<file path="config.mk">
export PLATFORM = sky130hd
export DESIGN_NAME = elgamal_encrypt_decrypt_unit_core
export DESIGN_NICKNAME = d
export VERILOG_FILES = /design/src/design/elg_pkg.sv /design/src/design/elgamal_encrypt_decrypt_unit_core.sv /design/src/design/elg_modmul.sv /design/src/design/elg_powmod.sv /design/src/design/elg_modinv.sv
export SDC_FILE = /design/constraint.sdc
export NUM_CORES = 2
export LEC_CHECK = 0
export BUFFER_PORTS_ARGS = -buffer_cell sky130_fd_sc_hd__clkbuf_2
export CAP_MARGIN = 20
export CORE_MARGIN = 2
export CORE_UTILIZATION = 44
export CTS_BUF_LIST = sky130_fd_sc_hd__clkbuf_8
export DETAILED_ROUTE_END_ITERATION = 10
export PLACE_DENSITY = 0.59
export SLEW_MARGIN = 20
export SYNTH_ARGS = -nofsm -noshare
export SYNTH_HDL_FRONTEND = slang
export SYNTH_SLANG_ARGS = --single-unit
</file>
<file path="constraint.sdc">
create_clock -name clk_i -period 9.05 [get_ports clk_i]
set_input_delay 0.905 -clock clk_i [delete_from_list [all_inputs] [get_ports clk_i]]
set_output_delay 0.905 -clock clk_i [all_outputs]
set_load 0.1 [all_outputs]
</file>
<file path="src/design/elg_pkg.sv">
// Shared types, constants and the modular shift-add step for the ElGamal unit.
// Depends on nothing; every other design file imports it.
package elg_pkg;

  localparam int VALUE_BITS = 31;
  localparam int CNT_W      = $clog2(VALUE_BITS);

  typedef logic [VALUE_BITS-1:0] val_t;
  typedef logic [CNT_W-1:0]      cnt_t;

  localparam val_t MOD_RESET = val_t'(7477);
  localparam val_t GEN_RESET = val_t'(11);
  localparam val_t KEY_RESET = val_t'(13);
  localparam val_t VAL_ONE   = val_t'(1);
  localparam cnt_t CNT_LAST  = cnt_t'(VALUE_BITS - 1);

  typedef enum logic [1:0] {
    CMD_ENC = 2'd0,
    CMD_DEC = 2'd1,
    CMD_CMB = 2'd2,
    CMD_NOP = 2'd3
  } cmd_e;

  typedef enum logic [1:0] {
    REG_MOD = 2'd0,
    REG_GEN = 2'd1,
    REG_KEY = 2'd2,
    REG_NONE = 2'd3
  } reg_e;

  // start/done pair of a multi-cycle unit
  typedef struct packed {
    logic start;
  } unit_req_t;

  typedef struct packed {
    logic done;
    val_t res;
  } unit_rsp_t;

  // acc' = (2*acc + b*a) mod p, with acc < p and a < p
  function automatic val_t mm_step(val_t acc, val_t a, logic b, val_t p);
    logic [VALUE_BITS:0] t;
    t = {acc, 1'b0};
    if (t >= {1'b0, p}) t = t - {1'b0, p};
    if (b) t = t + {1'b0, a};
    if (t >= {1'b0, p}) t = t - {1'b0, p};
    return t[VALUE_BITS-1:0];
  endfunction

endpackage

</file>
<file path="src/design/elgamal_encrypt_decrypt_unit_core.sv">
// ElGamal encrypt / decrypt / ciphertext-combine unit over a modulus p held in
// configuration, with generator and secret exponent; one result item per input
// item, carrying the public key generator^secret mod p unless the modulus is
// below two. All arithmetic runs bit-serially. An item costs one exponentiation
// for the public key plus: encrypt two more exponentiations and a multiply,
// decrypt one exponentiation, an inverse and a multiply, combine four multiplies,
// any other command nothing more. A modulus below two skips all arithmetic and
// returns all zeros. One item is processed at a time; the result register lets
// the next item in while a result waits. Depends on elg_pkg, elg_powmod,
// elg_modinv, elg_modmul.
module elgamal_encrypt_decrypt_unit_core import elg_pkg::*; (
  input  logic       clk_i,
  input  logic       rst_ni,
  input  logic       cfg_we_i,
  input  logic [1:0] cfg_idx_i,
  input  val_t       cfg_wdata_i,
  input  logic       in_valid_i,
  output logic       in_ready_o,
  input  logic [1:0] command_i,
  input  val_t       operand_one_i,
  input  val_t       operand_two_i,
  input  val_t       operand_three_i,
  input  val_t       operand_four_i,
  output logic       out_valid_o,
  input  logic       out_ready_i,
  output val_t       first_value_o,
  output val_t       second_value_o,
  output val_t       public_key_o
);

  typedef enum logic [12:0] {
    S_IDLE = 13'b0000000000001,
    S_BETA = 13'b0000000000010,
    S_ER1  = 13'b0000000000100,
    S_ER2  = 13'b0000000001000,
    S_EM   = 13'b0000000010000,
    S_DS   = 13'b0000000100000,
    S_DI   = 13'b0000001000000,
    S_DM   = 13'b0000010000000,
    S_CR1  = 13'b0000100000000,
    S_CM1  = 13'b0001000000000,
    S_CR2  = 13'b0010000000000,
    S_CM2  = 13'b0100000000000,
    S_FIN  = 13'b1000000000000
  } state_e;

  state_e    state_q;
  logic      go_q;
  logic      out_valid_q;
  val_t      mod_q, gen_q, key_q;
  cmd_e      cmd_q;
  val_t      op1_q, op2_q, op3_q, op4_q;
  val_t      first_q, second_q, beta_q, tmp_q;
  val_t      first_o_q, second_o_q, beta_o_q;
  val_t      pw_base, pw_exp, mm_a, mm_y;
  logic      pw_state, mm_state;
  unit_req_t pw_req, mm_req, inv_req;
  unit_rsp_t pw_rsp, mm_rsp, inv_rsp;
  logic      in_acc;

  assign in_ready_o  = (state_q == S_IDLE);
  assign in_acc      = in_valid_i && in_ready_o;
  assign out_valid_o = out_valid_q;
  assign first_value_o  = first_o_q;
  assign second_value_o = second_o_q;
  assign public_key_o   = beta_o_q;

  // configuration
  always_ff @(posedge clk_i or negedge rst_ni) begin
    if (!rst_ni) begin
      mod_q <= MOD_RESET;
      gen_q <= GEN_RESET;
      key_q <= KEY_RESET;
    end else if (cfg_we_i) begin
      unique case (reg_e'(cfg_idx_i))
        REG_MOD: mod_q <= cfg_wdata_i;
        REG_GEN: gen_q <= cfg_wdata_i;
        REG_KEY: key_q <= cfg_wdata_i;
        default: ;
      endcase
    end
  end

  always_comb begin
    pw_state = 1'b0;
    mm_state = 1'b0;
    pw_base  = gen_q;
    pw_exp   = key_q;
    mm_a     = tmp_q;
    mm_y     = op1_q;
    unique case (state_q)
      S_BETA: pw_state = 1'b1;
      S_ER1: begin
        pw_state = 1'b1;
        pw_exp   = op2_q;
      end
      S_ER2: begin
        pw_state = 1'b1;
        pw_base  = beta_q;
        pw_exp   = op2_q;
      end
      S_DS: begin
        pw_state = 1'b1;
        pw_base  = op1_q;
      end
      S_EM: mm_state = 1'b1;
      S_DM: begin
        mm_state = 1'b1;
        mm_y     = op2_q;
      end
      S_CR1: begin
        mm_state = 1'b1;
        mm_a     = VAL_ONE;
      end
      S_CM1: begin
        mm_state = 1'b1;
        mm_y     = op3_q;
      end
      S_CR2: begin
        mm_state = 1'b1;
        mm_a     = VAL_ONE;
        mm_y     = op2_q;
      end
      S_CM2: begin
        mm_state = 1'b1;
        mm_y     = op4_q;
      end
      default: ;
    endcase
  end

  assign pw_req.start  = go_q && pw_state;
  assign mm_req.start  = go_q && mm_state;
  assign inv_req.start = go_q && (state_q == S_DI);

  elg_powmod u_pw (
    .clk_i  (clk_i),
    .rst_ni (rst_ni),
    .req_i  (pw_req),
    .base_i (pw_base),
    .exp_i  (pw_exp),
    .p_i    (mod_q),
    .rsp_o  (pw_rsp)
  );

  elg_modinv u_inv (
    .clk_i  (clk_i),
    .rst_ni (rst_ni),
    .req_i  (inv_req),
    .v_i    (tmp_q),
    .p_i    (mod_q),
    .rsp_o  (inv_rsp)
  );

  elg_modmul u_mm (
    .clk_i  (clk_i),
    .rst_ni (rst_ni),
    .req_i  (mm_req),
    .a_i    (mm_a),
    .y_i    (mm_y),
    .p_i    (mod_q),
    .rsp_o  (mm_rsp)
  );

  always_ff @(posedge clk_i or negedge rst_ni) begin
    if (!rst_ni) begin
      state_q     <= S_IDLE;
      go_q        <= 1'b0;
      out_valid_q <= 1'b0;
    end else begin
      go_q <= 1'b0;
      if (out_ready_i) out_valid_q <= 1'b0;
      unique case (state_q)
        S_IDLE: begin
          if (in_acc) begin
            if (mod_q < val_t'(2)) begin
              state_q <= S_FIN;
            end else begin
              state_q <= S_BETA;
              go_q    <= 1'b1;
            end
          end
        end
        S_BETA: begin
          if (pw_rsp.done) begin
            go_q <= 1'b1;
            unique case (cmd_q)
              CMD_ENC: state_q <= S_ER1;
              CMD_DEC: state_q <= S_DS;
              CMD_CMB: state_q <= S_CR1;
              default: begin
                state_q <= S_FIN;
                go_q    <= 1'b0;
              end
            endcase
          end
        end
        S_ER1: if (pw_rsp.done) begin state_q <= S_ER2; go_q <= 1'b1; end
        S_ER2: if (pw_rsp.done) begin state_q <= S_EM;  go_q <= 1'b1; end
        S_EM:  if (mm_rsp.done) state_q <= S_FIN;
        S_DS:  if (pw_rsp.done) begin state_q <= S_DI;  go_q <= 1'b1; end
        S_DI:  if (inv_rsp.done) begin state_q <= S_DM; go_q <= 1'b1; end
        S_DM:  if (mm_rsp.done) state_q <= S_FIN;
        S_CR1: if (mm_rsp.done) begin state_q <= S_CM1; go_q <= 1'b1; end
        S_CM1: if (mm_rsp.done) begin state_q <= S_CR2; go_q <= 1'b1; end
        S_CR2: if (mm_rsp.done) begin state_q <= S_CM2; go_q <= 1'b1; end
        S_CM2: if (mm_rsp.done) state_q <= S_FIN;
        S_FIN: begin
          if (!out_valid_q || out_ready_i) begin
            out_valid_q <= 1'b1;
            state_q     <= S_IDLE;
          end
        end
        default: state_q <= S_IDLE;
      endcase
    end
  end

  always_ff @(posedge clk_i) begin
    if (in_acc) begin
      cmd_q    <= cmd_e'(command_i);
      op1_q    <= operand_one_i;
      op2_q    <= operand_two_i;
      op3_q    <= operand_three_i;
      op4_q    <= operand_four_i;
      first_q  <= '0;
      second_q <= '0;
      beta_q   <= '0;
    end
    unique case (state_q)
      S_BETA: if (pw_rsp.done) beta_q <= pw_rsp.res;
      S_ER1:  if (pw_rsp.done) first_q <= pw_rsp.res;
      S_ER2:  if (pw_rsp.done) tmp_q <= pw_rsp.res;
      S_EM:   if (mm_rsp.done) second_q <= mm_rsp.res;
      S_DS:   if (pw_rsp.done) tmp_q <= pw_rsp.res;
      S_DI:   if (inv_rsp.done) tmp_q <= inv_rsp.res;
      S_DM:   if (mm_rsp.done) first_q <= mm_rsp.res;
      S_CR1:  if (mm_rsp.done) tmp_q <= mm_rsp.res;
      S_CM1:  if (mm_rsp.done) first_q <= mm_rsp.res;
      S_CR2:  if (mm_rsp.done) tmp_q <= mm_rsp.res;
      S_CM2:  if (mm_rsp.done) second_q <= mm_rsp.res;
      S_FIN: begin
        if (!out_valid_q || out_ready_i) begin
          first_o_q  <= first_q;
          second_o_q <= second_q;
          beta_o_q   <= beta_q;
        end
      end
      default: ;
    endcase
  end

`ifndef SYNTH
  a_idle_no_go: assert property (@(posedge clk_i) disable iff (!rst_ni)
    (state_q == S_IDLE) |-> !go_q) else $error("unit start while idle");
  a_mm_done_state: assert property (@(posedge clk_i) disable iff (!rst_ni)
    mm_rsp.done |-> mm_state) else $error("multiplier done outside a multiply step");
  a_pw_done_state: assert property (@(posedge clk_i) disable iff (!rst_ni)
    pw_rsp.done |-> pw_state) else $error("exponentiation done outside its step");
  a_fin_out: assert property (@(posedge clk_i) disable iff (!rst_ni)
    (state_q == S_FIN && (!out_valid_q || out_ready_i)) |=> out_valid_q)
    else $error("finished item not presented");
`endif

endmodule

</file>
<file path="src/design/elg_modmul.sv">
// Bit-serial modular multiplier: (a * y) mod p, one bit of y per cycle, MSB first.
// Needs a < p. Depends on elg_pkg.
module elg_modmul import elg_pkg::*; (
  input  logic      clk_i,
  input  logic      rst_ni,
  input  unit_req_t req_i,
  input  val_t      a_i,
  input  val_t      y_i,
  input  val_t      p_i,
  output unit_rsp_t rsp_o
);

  val_t acc_q;
  val_t y_q;
  cnt_t cnt_q;
  logic busy_q;
  logic done_q;

  always_ff @(posedge clk_i or negedge rst_ni) begin
    if (!rst_ni) begin
      busy_q <= 1'b0;
      done_q <= 1'b0;
      cnt_q  <= '0;
    end else begin
      done_q <= 1'b0;
      if (req_i.start) begin
        busy_q <= 1'b1;
        cnt_q  <= '0;
      end else if (busy_q) begin
        cnt_q <= cnt_q + cnt_t'(1);
        if (cnt_q == CNT_LAST) begin
          busy_q <= 1'b0;
          done_q <= 1'b1;
        end
      end
    end
  end

  always_ff @(posedge clk_i) begin
    if (req_i.start) begin
      acc_q <= '0;
      y_q   <= y_i;
    end else if (busy_q) begin
      acc_q <= mm_step(acc_q, a_i, y_q[VALUE_BITS-1], p_i);
      y_q   <= {y_q[VALUE_BITS-2:0], 1'b0};
    end
  end

  assign rsp_o.done = done_q;
  assign rsp_o.res  = acc_q;

endmodule

</file>
<file path="src/design/elg_powmod.sv">
// Modular exponentiation base^e mod p, square and multiply MSB first over the
// bit-serial multiplier. Depends on elg_pkg and elg_modmul.
module elg_powmod import elg_pkg::*; (
  input  logic      clk_i,
  input  logic      rst_ni,
  input  unit_req_t req_i,
  input  val_t      base_i,
  input  val_t      exp_i,
  input  val_t      p_i,
  output unit_rsp_t rsp_o
);

  typedef enum logic [3:0] {
    S_IDLE = 4'b0001,
    S_RED  = 4'b0010,
    S_SQ   = 4'b0100,
    S_MUL  = 4'b1000
  } state_e;

  state_e    state_q;
  logic      go_q;
  logic      done_q;
  cnt_t      cnt_q;
  val_t      exp_q;
  val_t      base_q;
  val_t      b_q;
  val_t      acc_q;
  val_t      mm_a;
  val_t      mm_y;
  unit_req_t mm_req;
  unit_rsp_t mm_rsp;
  logic      last;

  assign mm_req.start = go_q;
  assign last         = (cnt_q == CNT_LAST);

  always_comb begin
    unique case (state_q)
      S_RED: begin
        mm_a = VAL_ONE;
        mm_y = base_q;
      end
      S_MUL: begin
        mm_a = b_q;
        mm_y = acc_q;
      end
      default: begin
        mm_a = acc_q;
        mm_y = acc_q;
      end
    endcase
  end

  elg_modmul u_mm (
    .clk_i  (clk_i),
    .rst_ni (rst_ni),
    .req_i  (mm_req),
    .a_i    (mm_a),
    .y_i    (mm_y),
    .p_i    (p_i),
    .rsp_o  (mm_rsp)
  );

  always_ff @(posedge clk_i or negedge rst_ni) begin
    if (!rst_ni) begin
      state_q <= S_IDLE;
      go_q    <= 1'b0;
      done_q  <= 1'b0;
      cnt_q   <= '0;
    end else begin
      go_q   <= 1'b0;
      done_q <= 1'b0;
      unique case (state_q)
        S_IDLE: begin
          if (req_i.start) begin
            state_q <= S_RED;
            go_q    <= 1'b1;
            cnt_q   <= '0;
          end
        end
        S_RED: begin
          if (mm_rsp.done) begin
            state_q <= S_SQ;
            go_q    <= 1'b1;
          end
        end
        S_SQ: begin
          if (mm_rsp.done) begin
            if (exp_q[VALUE_BITS-1]) begin
              state_q <= S_MUL;
              go_q    <= 1'b1;
            end else if (last) begin
              state_q <= S_IDLE;
              done_q  <= 1'b1;
            end else begin
              cnt_q <= cnt_q + cnt_t'(1);
              go_q  <= 1'b1;
            end
          end
        end
        S_MUL: begin
          if (mm_rsp.done) begin
            if (last) begin
              state_q <= S_IDLE;
              done_q  <= 1'b1;
            end else begin
              state_q <= S_SQ;
              cnt_q   <= cnt_q + cnt_t'(1);
              go_q    <= 1'b1;
            end
          end
        end
        default: state_q <= S_IDLE;
      endcase
    end
  end

  always_ff @(posedge clk_i) begin
    if (state_q == S_IDLE && req_i.start) begin
      exp_q  <= exp_i;
      base_q <= base_i;
      acc_q  <= VAL_ONE;
    end else if (mm_rsp.done) begin
      if (state_q == S_RED) begin
        b_q <= mm_rsp.res;
      end else begin
        acc_q <= mm_rsp.res;
        if (state_q == S_MUL || !exp_q[VALUE_BITS-1]) begin
          exp_q <= {exp_q[VALUE_BITS-2:0], 1'b0};
        end
      end
    end
  end

  assign rsp_o.done = done_q;
  assign rsp_o.res  = acc_q;

endmodule

</file>
<file path="src/design/elg_modinv.sv">
// Modular inverse by extended Euclid, one quotient bit per cycle with the
// cofactor kept mod p; gives 0 when no inverse exists. Needs v < p. Depends on elg_pkg.
module elg_modinv import elg_pkg::*; (
  input  logic      clk_i,
  input  logic      rst_ni,
  input  unit_req_t req_i,
  input  val_t      v_i,
  input  val_t      p_i,
  output unit_rsp_t rsp_o
);

  typedef enum logic [3:0] {
    S_IDLE = 4'b0001,
    S_CHK  = 4'b0010,
    S_DIV  = 4'b0100,
    S_UPD  = 4'b1000
  } state_e;

  state_e              state_q;
  logic                done_q;
  cnt_t                cnt_q;
  val_t                rp_q;
  val_t                rc_q;
  val_t                tp_q;
  val_t                tc_q;
  val_t                d_q;
  val_t                rem_q;
  val_t                qt_q;
  val_t                res_q;
  logic [VALUE_BITS:0] rem2;
  logic                qbit;
  val_t                t_next;

  assign rem2   = {rem_q, d_q[VALUE_BITS-1]};
  assign qbit   = (rem2 >= {1'b0, rc_q});
  assign t_next = (tp_q >= qt_q) ? (tp_q - qt_q) : (tp_q + (p_i - qt_q));

  always_ff @(posedge clk_i or negedge rst_ni) begin
    if (!rst_ni) begin
      state_q <= S_IDLE;
      done_q  <= 1'b0;
      cnt_q   <= '0;
    end else begin
      done_q <= 1'b0;
      unique case (state_q)
        S_IDLE: if (req_i.start) state_q <= S_CHK;
        S_CHK: begin
          if (rc_q == '0) begin
            state_q <= S_IDLE;
            done_q  <= 1'b1;
          end else begin
            state_q <= S_DIV;
            cnt_q   <= '0;
          end
        end
        S_DIV: begin
          cnt_q <= cnt_q + cnt_t'(1);
          if (cnt_q == CNT_LAST) state_q <= S_UPD;
        end
        S_UPD: state_q <= S_CHK;
        default: state_q <= S_IDLE;
      endcase
    end
  end

  always_ff @(posedge clk_i) begin
    unique case (state_q)
      S_IDLE: begin
        rp_q <= p_i;
        rc_q <= v_i;
        tp_q <= '0;
        tc_q <= VAL_ONE;
      end
      S_CHK: begin
        d_q   <= rp_q;
        rem_q <= '0;
        qt_q  <= '0;
        res_q <= (rp_q == VAL_ONE) ? tp_q : '0;
      end
      S_DIV: begin
        rem_q <= qbit ? val_t'(rem2 - {1'b0, rc_q}) : rem2[VALUE_BITS-1:0];
        d_q   <= {d_q[VALUE_BITS-2:0], 1'b0};
        qt_q  <= mm_step(qt_q, tc_q, qbit, p_i);
      end
      S_UPD: begin
        rp_q <= rc_q;
        rc_q <= rem_q;
        tp_q <= tc_q;
        tc_q <= t_next;
      end
      default: ;
    endcase
  end

  assign rsp_o.done = done_q;
  assign rsp_o.res  = res_q;

endmodule

</file>
### Word level (Yosys, flattened, before mapping)

Index checks and enable logic that the tools add are counted.

* $add $sub $neg: 17
* reductions and logical operators: 45
* eq/ne operators: 53
* magnitude comparators: 9
* bitwise gates (word level): 2
* muxes and demuxes: 133

Operators by type and width (count)
* two-way mux 31 bit: 28
* case mux 31 bit (2 select lines): 10
* two-way mux 32 bit: 16
* >= comparator 32 x 31 -> 1 bit: 7
* case mux 31 bit (3 select lines): 2
* subtractor 31 bit: 6
* two-way mux 13 bit: 12
* case mux 13 bit (11 select lines): 1
* adder 32 x 31 -> 32 bit: 3
* subtractor 32 x 31 -> 32 bit: 3
* two-way mux 5 bit: 10
* case mux 13 bit (3 select lines): 1
* two-way mux 1 bit: 36
* two-way mux 4 bit: 8
* case mux 4 bit (4 select lines): 2
* adder 31 bit: 1
* equality test 31 x 1 -> 1 bit, second input constant: 1
* >= comparator 31 bit: 1
* logical NOT 31 bit: 1
* less-than comparator 31 x 2 -> 1 bit, second input constant: 1
* inequality test 2 x 1 -> 1 bit, second input constant: 15
* adder 5 x 1 -> 5 bit, second input constant: 4
* equality test 5 bit, second input constant: 4
* case mux 5 bit (3 select lines): 1
* other kinds (42): 85

* word-level logic and storage cells: 306
* input bits: 164
* output and inout bits: 95
* bits in registers: 982

### Longest topological paths before layout

* depth in word-level cells: 11
* depth in mapped cells: 39
* mapped depth without buffers: 35

### Modules after synthesis

From an unflattened synthesis, not the netlist that was laid out.

* cell total of the unflattened synthesis: 6582
* area total of the unflattened synthesis: 63063.0 um^2

By module, submodules not included
* elg_modinv: area an instance 21748.4 um^2, seq. area each 7698.6 um^2, times used 1, cells an instance 2451
* elgamal_encrypt_decrypt_unit_core: area an instance 18283.8 um^2, seq. area each 12090.3 um^2, times used 1, cells an instance 1432
* elg_modmul at u_pw.u_mm: area an instance 8664.6 um^2, seq. area each 1726.7 um^2, times used 1, cells an instance 1061
* elg_modmul at u_mm: area an instance 8649.5 um^2, seq. area each 1726.7 um^2, times used 1, cells an instance 1058
* elg_powmod: area an instance 5716.7 um^2, seq. area each 3689.8 um^2, times used 1, cells an instance 580

### Worst setup path after synthesis

Ideal clock, no wire load.

* path type: register to register
* start point: reg u_inv.state_q[0]
* end point: reg u_inv.rc_q[0] (enable)
* path buffers: 1
* path slack: -0.873 ns
* arrival: 9.164 ns
* data required time: 8.291 ns
* clock period less this slack: 9.923 ns
* cell stages (with the launch flop): 4
* setup time: 0.759 ns
* cells stage by stage: dfstp_2 -> clkbuf_1 -> xnor2_1 -> nor3_1

* cells in the longest elaborated chain, start to end: 2
* elaborated cells between the ends (all ways): 3
* classes of those cells: eq/ne: 2; reduce/logical: 1

RTL lines
* from (decl): RTL line elg_modinv.sv:19 `state_e state_q;`
* from (signal assigned): RTL line elg_modinv.sv:40 `state_q <= S_IDLE;`
* from (signal assigned): RTL line elg_modinv.sv:46 `S_IDLE: if (req_i.start) state_q <= S_CHK;`
* from (signal assigned): RTL line elg_modinv.sv:49 `state_q <= S_IDLE;`
* equality test 4 x 1 -> 1 bit or equality test 4 bit (tied branches): RTL line elg_modinv.sv:67 `unique case (state_q)`
* nonzero test 2 bit (no line) *
* to (signal assigned): RTL line elg_modinv.sv:70 `rc_q <= v_i;`
* to (signal assigned): RTL line elg_modinv.sv:87 `rc_q <= rem_q;`
* to (decl): RTL line elg_modinv.sv:23 `val_t rc_q;`

Mark *: on every way between the ends. The rest lies on a longest branch, timed or not.
A chain may end at the register's enable or synchronous reset.

### Worst setup path in the final report

* start point: reg mod_q[8]
* end point: reg u_inv.qt_q[16] (data pin)

* cells in the longest elaborated chain, start to end: 9
* elaborated cells between the ends (all ways): 11
* classes of those cells: add/sub: 3; order compare: 2; mux: 6

RTL lines
* from (decl): RTL line elgamal_encrypt_decrypt_unit_core.sv:50 `val_t mod_q, gen_q, key_q;`
* from (signal assigned): RTL line elgamal_encrypt_decrypt_unit_core.sv:76 `REG_MOD: mod_q <= cfg_wdata_i;`
* subtractor 32 x 31 -> 32 bit or >= comparator 32 x 31 -> 1 bit (tied branches): RTL line elg_pkg.sv:45 `if (t >= {1'b0, p}) t = t - {1'b0, p};`
* two-way mux 32 bit: RTL line elg_pkg.sv:45
* two-way mux 32 bit: RTL line elg_modinv.sv:67
* adder 32 x 31 -> 32 bit: RTL line elg_pkg.sv:46 `if (b) t = t + {1'b0, a};`
* two-way mux 32 bit: RTL line elg_pkg.sv:46
* two-way mux 32 bit: RTL line elg_modinv.sv:67
* subtractor 31 bit or >= comparator 32 x 31 -> 1 bit (tied branches): RTL line elg_pkg.sv:47 `if (t >= {1'b0, p}) t = t - {1'b0, p};`
* two-way mux 31 bit *: RTL line elg_pkg.sv:47
* case mux 31 bit (2 select lines) *: RTL line elg_modinv.sv:67
* to (signal assigned): RTL line elg_modinv.sv:83 `qt_q <= mm_step(qt_q, tc_q, qbit, p_i);`
* to (decl): RTL line elg_modinv.sv:28 `val_t qt_q;`

Mark *: on every way between the ends. The rest lies on a longest branch, timed or not. The select of a mux whose other input is x is not followed.

==> flow_metrics.py <==
metrics = {
    "logic_synthesis": {
        "async_reset_ff_share_pct": 14.56,
        "synth_area_um2": 61750,
        "synth-edff-count": 653,
        "ys_ff_latch": 982,
        "syn-num-nets": 7154,
        "yosysSeqAreaShare_pct": 43.61,
        "syn_avg_cell_area_um2": 9.399,
        "ys_types": 109,
        "synth-main-ff-cell": "edfxtp_1",
        "ys_warn_count": 0,
        "synth_cells": 6570,
    },
    "die": {
        "floorplan.die.height_um": 378.6,
        "die_area_um2": 143400,
        "core_area_um2": 139400,
        "dieWidth_um": 378.6,
        "row_count": 137,
        "initial_core_util_pct": 44.31,
        "io_pins": 259,
    },
    "flow_run": {
        "max-cap-violations": 0,
    },
    "global_route": {
        "grt_max_degree": 92,
        "grt_pass1_wl_um": 353200,
        "grt_usage_pct": 33.62,
        "grt_pass1_vias": 50900,
        "overflow": 0,
        "antenna_found_initial": 17,
    },
    "detailed_routing": {
        "wl_um": 246000,
        "wl_per_cell_um": 27.54,
        "remaining_drc_errors": 0,
        "num_vias": 54490,
        "dr_wl_met2_um": 103700,
        "wl_met1_um": 108900,
        "via_per_inst": 6.100,
        "dr.pass1.iters": 8,
        "drt_iter0_drc": 5588,
        "met3WireLength_um": 21560,
        "top_layer": "met5",
        "final_antenna_net_count": 0,
    },
    "setup_path": {
        "critPathBufInv": 4,
        "critPathKind": "register to register",
        "crit_required_ps": 9740,
        "end_kind": "register",
        "start_kind": "register",
        "arrival_ps": 9330,
        "critPathSlowestCell": "dfstp_2",
        "cpPeakStageDelay_ps": 530,
        "critPathMaxFanout": 23,
        "critPathTopFamily": "compound AO/OA/AOI/OAI gates",
    },
    "clock_tree": {
        "htree_num_levels": 4,
        "cts_tree": "yes",
        "cts.path.max_buffers": 3,
        "cts_buffers": 177,
        "clock_latency_ps": 960,
        "cts_sinks": 982,
        "hold_buffers": 0,
        "ctsRootBufferMaster": "clkbuf_8",
        "clkTransAtPathRegs_ps": 60,
    },
    "sta": {
        "hold_viol": 0,
        "period_needed_ps": 8640,
        "setup_tns_ps": 0,
        "finalMaxSlewViolations": 0,
        "relSlewSlack_pct": 28.01,
        "fmax_mhz": 115.7,
        "finClkSkew_ps": 63.97,
        "min_period_over_period_pct": 95.47,
        "rsz0062_at_grt": "false",
        "tightestPinTransition_ps": 1073,
        "setup-violations-final": 0,
    },
    "final_layout": {
        "drive_gt1_share_pct": 13.63,
        "nNetsFinal": 7486,
        "mostFrequentLayoutCells": "nand2_1 (937), edfxtp_1 (653), a21oi_1 (472)",
        "area_delta_synth_final_pct": 13.12,
        "fin_cells": 8933,
        "final_common_cell": "nand2_1",
    },
    "power": {
        "power_density_nw_per_um2": 465.1,
        "p_leak_nw": 29.14,
        "irDropWorstVdd_uv": 311.6,
    },
    "place": {
        "place_congestion": 1.016,
        "port_buffers": 258,
        "placedCellCount": 8593,
        "place_hpwl_um": 188700,
    },
    "hold_path": {
        "hp-class": "input pin to async pin",
    },
    "outcome": {
        "status": "finished clean",
    },
}
final cells by class:
type                    count  area [um2]
diodes                      8       20.02
clock buffers             194        2670
clock inverters           132        1096
fillers                 13100       69500
inverters                 306        1161
multi-input cells        4971       32700
flip-flops and latches    982       26930
well taps                1876        2347
repair buffers            464        2930
path summary, 6_finish.rpt:
path / from / endpoint / slack (ps) / depth (start not counted)
setup / recovery: mod_q[8]$_DFFE_PN1P_ / u_inv.qt_q[16]$_SDFFCE_PN0P_ / 410 / 34
hold / removal: rst_ni / gen_q[30]$_DFFE_PN0P_ / 50 / 1
setup reg to reg: mod_q[8]$_DFFE_PN1P_ / u_inv.qt_q[16]$_SDFFCE_PN0P_ / 410 / 34
hold reg to reg: second_q[2]$_DFF_P_ / second_value_o[2]$_DFFE_PP_ / 430 / 0
max in group asynchronous: rst_ni / u_pw.u_mm.busy_q$_DFF_PN0_ / 7450 / 2
min in group clk_i: operand_one_i[11] / op1_q[11]$_DFFE_PP_ / 120 / 1
cell families after synthesis:
kind of cell,synth area share [%]
compound gates,19.62
xor+xnor,4.241
fa+ha+maj,9.008
buf+inv,3.846
flops,43.61
mux,3.436
simple gates,16.24
routing by layer:
layer,global-route usage [%],up-vias
met2,49.40,2542
met5,0,-
met4,14.67,6
met3,6.533,467
met1,47.94,26630
li1,-,24850
where the power goes:
part | switching, W | internal (W) | total (W)
registers | 0.000864 | 0.00583 | 0.00669
logic | 0.0131 | 0.00817 | 0.0213
clock network | 0.00217 | 0.00235 | 0.00451
total | 0.0161 | 0.0163 | 0.0325
metrics by stage:
step                      util (%)  cell area (um2)  worst slack (ps)  hold slack (ps)  power, W
after CTS                    50.02            69700             231.7            30.52   0.03195
after global placement       47.31            65940             430.1            413.8   0.02749
after global routing         50.12            69840             11.47            55.99   0.03451
after floorplan                  -            61760              1110            407.9   0.02121
after detailed placement     47.31            65940             367.3            413.8   0.02729
final                        50.13            69860             409.7            48.84   0.03249
Yosys cell counts (38+ instances only):
cell	n	area (um2)
nand2_1	938	3521
edfxtp_1	653	19610
a21oi_1	475	2377
o21ai_0	462	2312
nor2_1	425	1595
ha_1	379	4742
inv_1	304	1141
clkbuf_1	265	994.7
nand3_1	198	991.0
dfxtp_1	186	3724
xnor2_1	185	1620
a21o_1	176	1321
mux2_2	128	1441
nor3_1	128	640.6
dfrtp_1	126	3153
xor2_1	107	937.2
a31oi_1	94	588.1
nor2b_1	83	519.3
a211oi_1	74	555.5
a22oi_1	74	555.5
nand4_1	68	425.4
mux2i_1	62	620.6
nand2b_1	60	375.4
and2_1	59	369.1
nor4_1	52	325.3
o21a_1	52	390.4
and3_1	50	312.8
a22o_1	45	394.1
fa_1	41	820.8
a311oi_1	39	341.6
o211ai_1	39	292.8
o21bai_1	38	285.3
worst reg2reg max path: cells and delay by family, from the launching register on:
| family | cells | cell delay [ps] |
|---|---|---|
| AO/OA/AOI/OAI | 20 | 4540 |
| multiplexers | 1 | 380 |
| flip-flops | 1 | 530 |
| AND/OR/NAND/NOR | 5 | 820 |
| buffers and inverters | 4 | 850 |
| XOR/XNOR | 1 | 160 |
| adder cells (fa/ha/maj) | 3 | 1130 |
repair_timing:
action / 4_1_cts / 5_1_grt
endpoints found under the setup margin: 0 / 65
gates resized for setup: 0 / 12
hold endpoints to repair: 0 / 0
setup buffers: 0 / 5
Power figures use the tool's default switching activity.
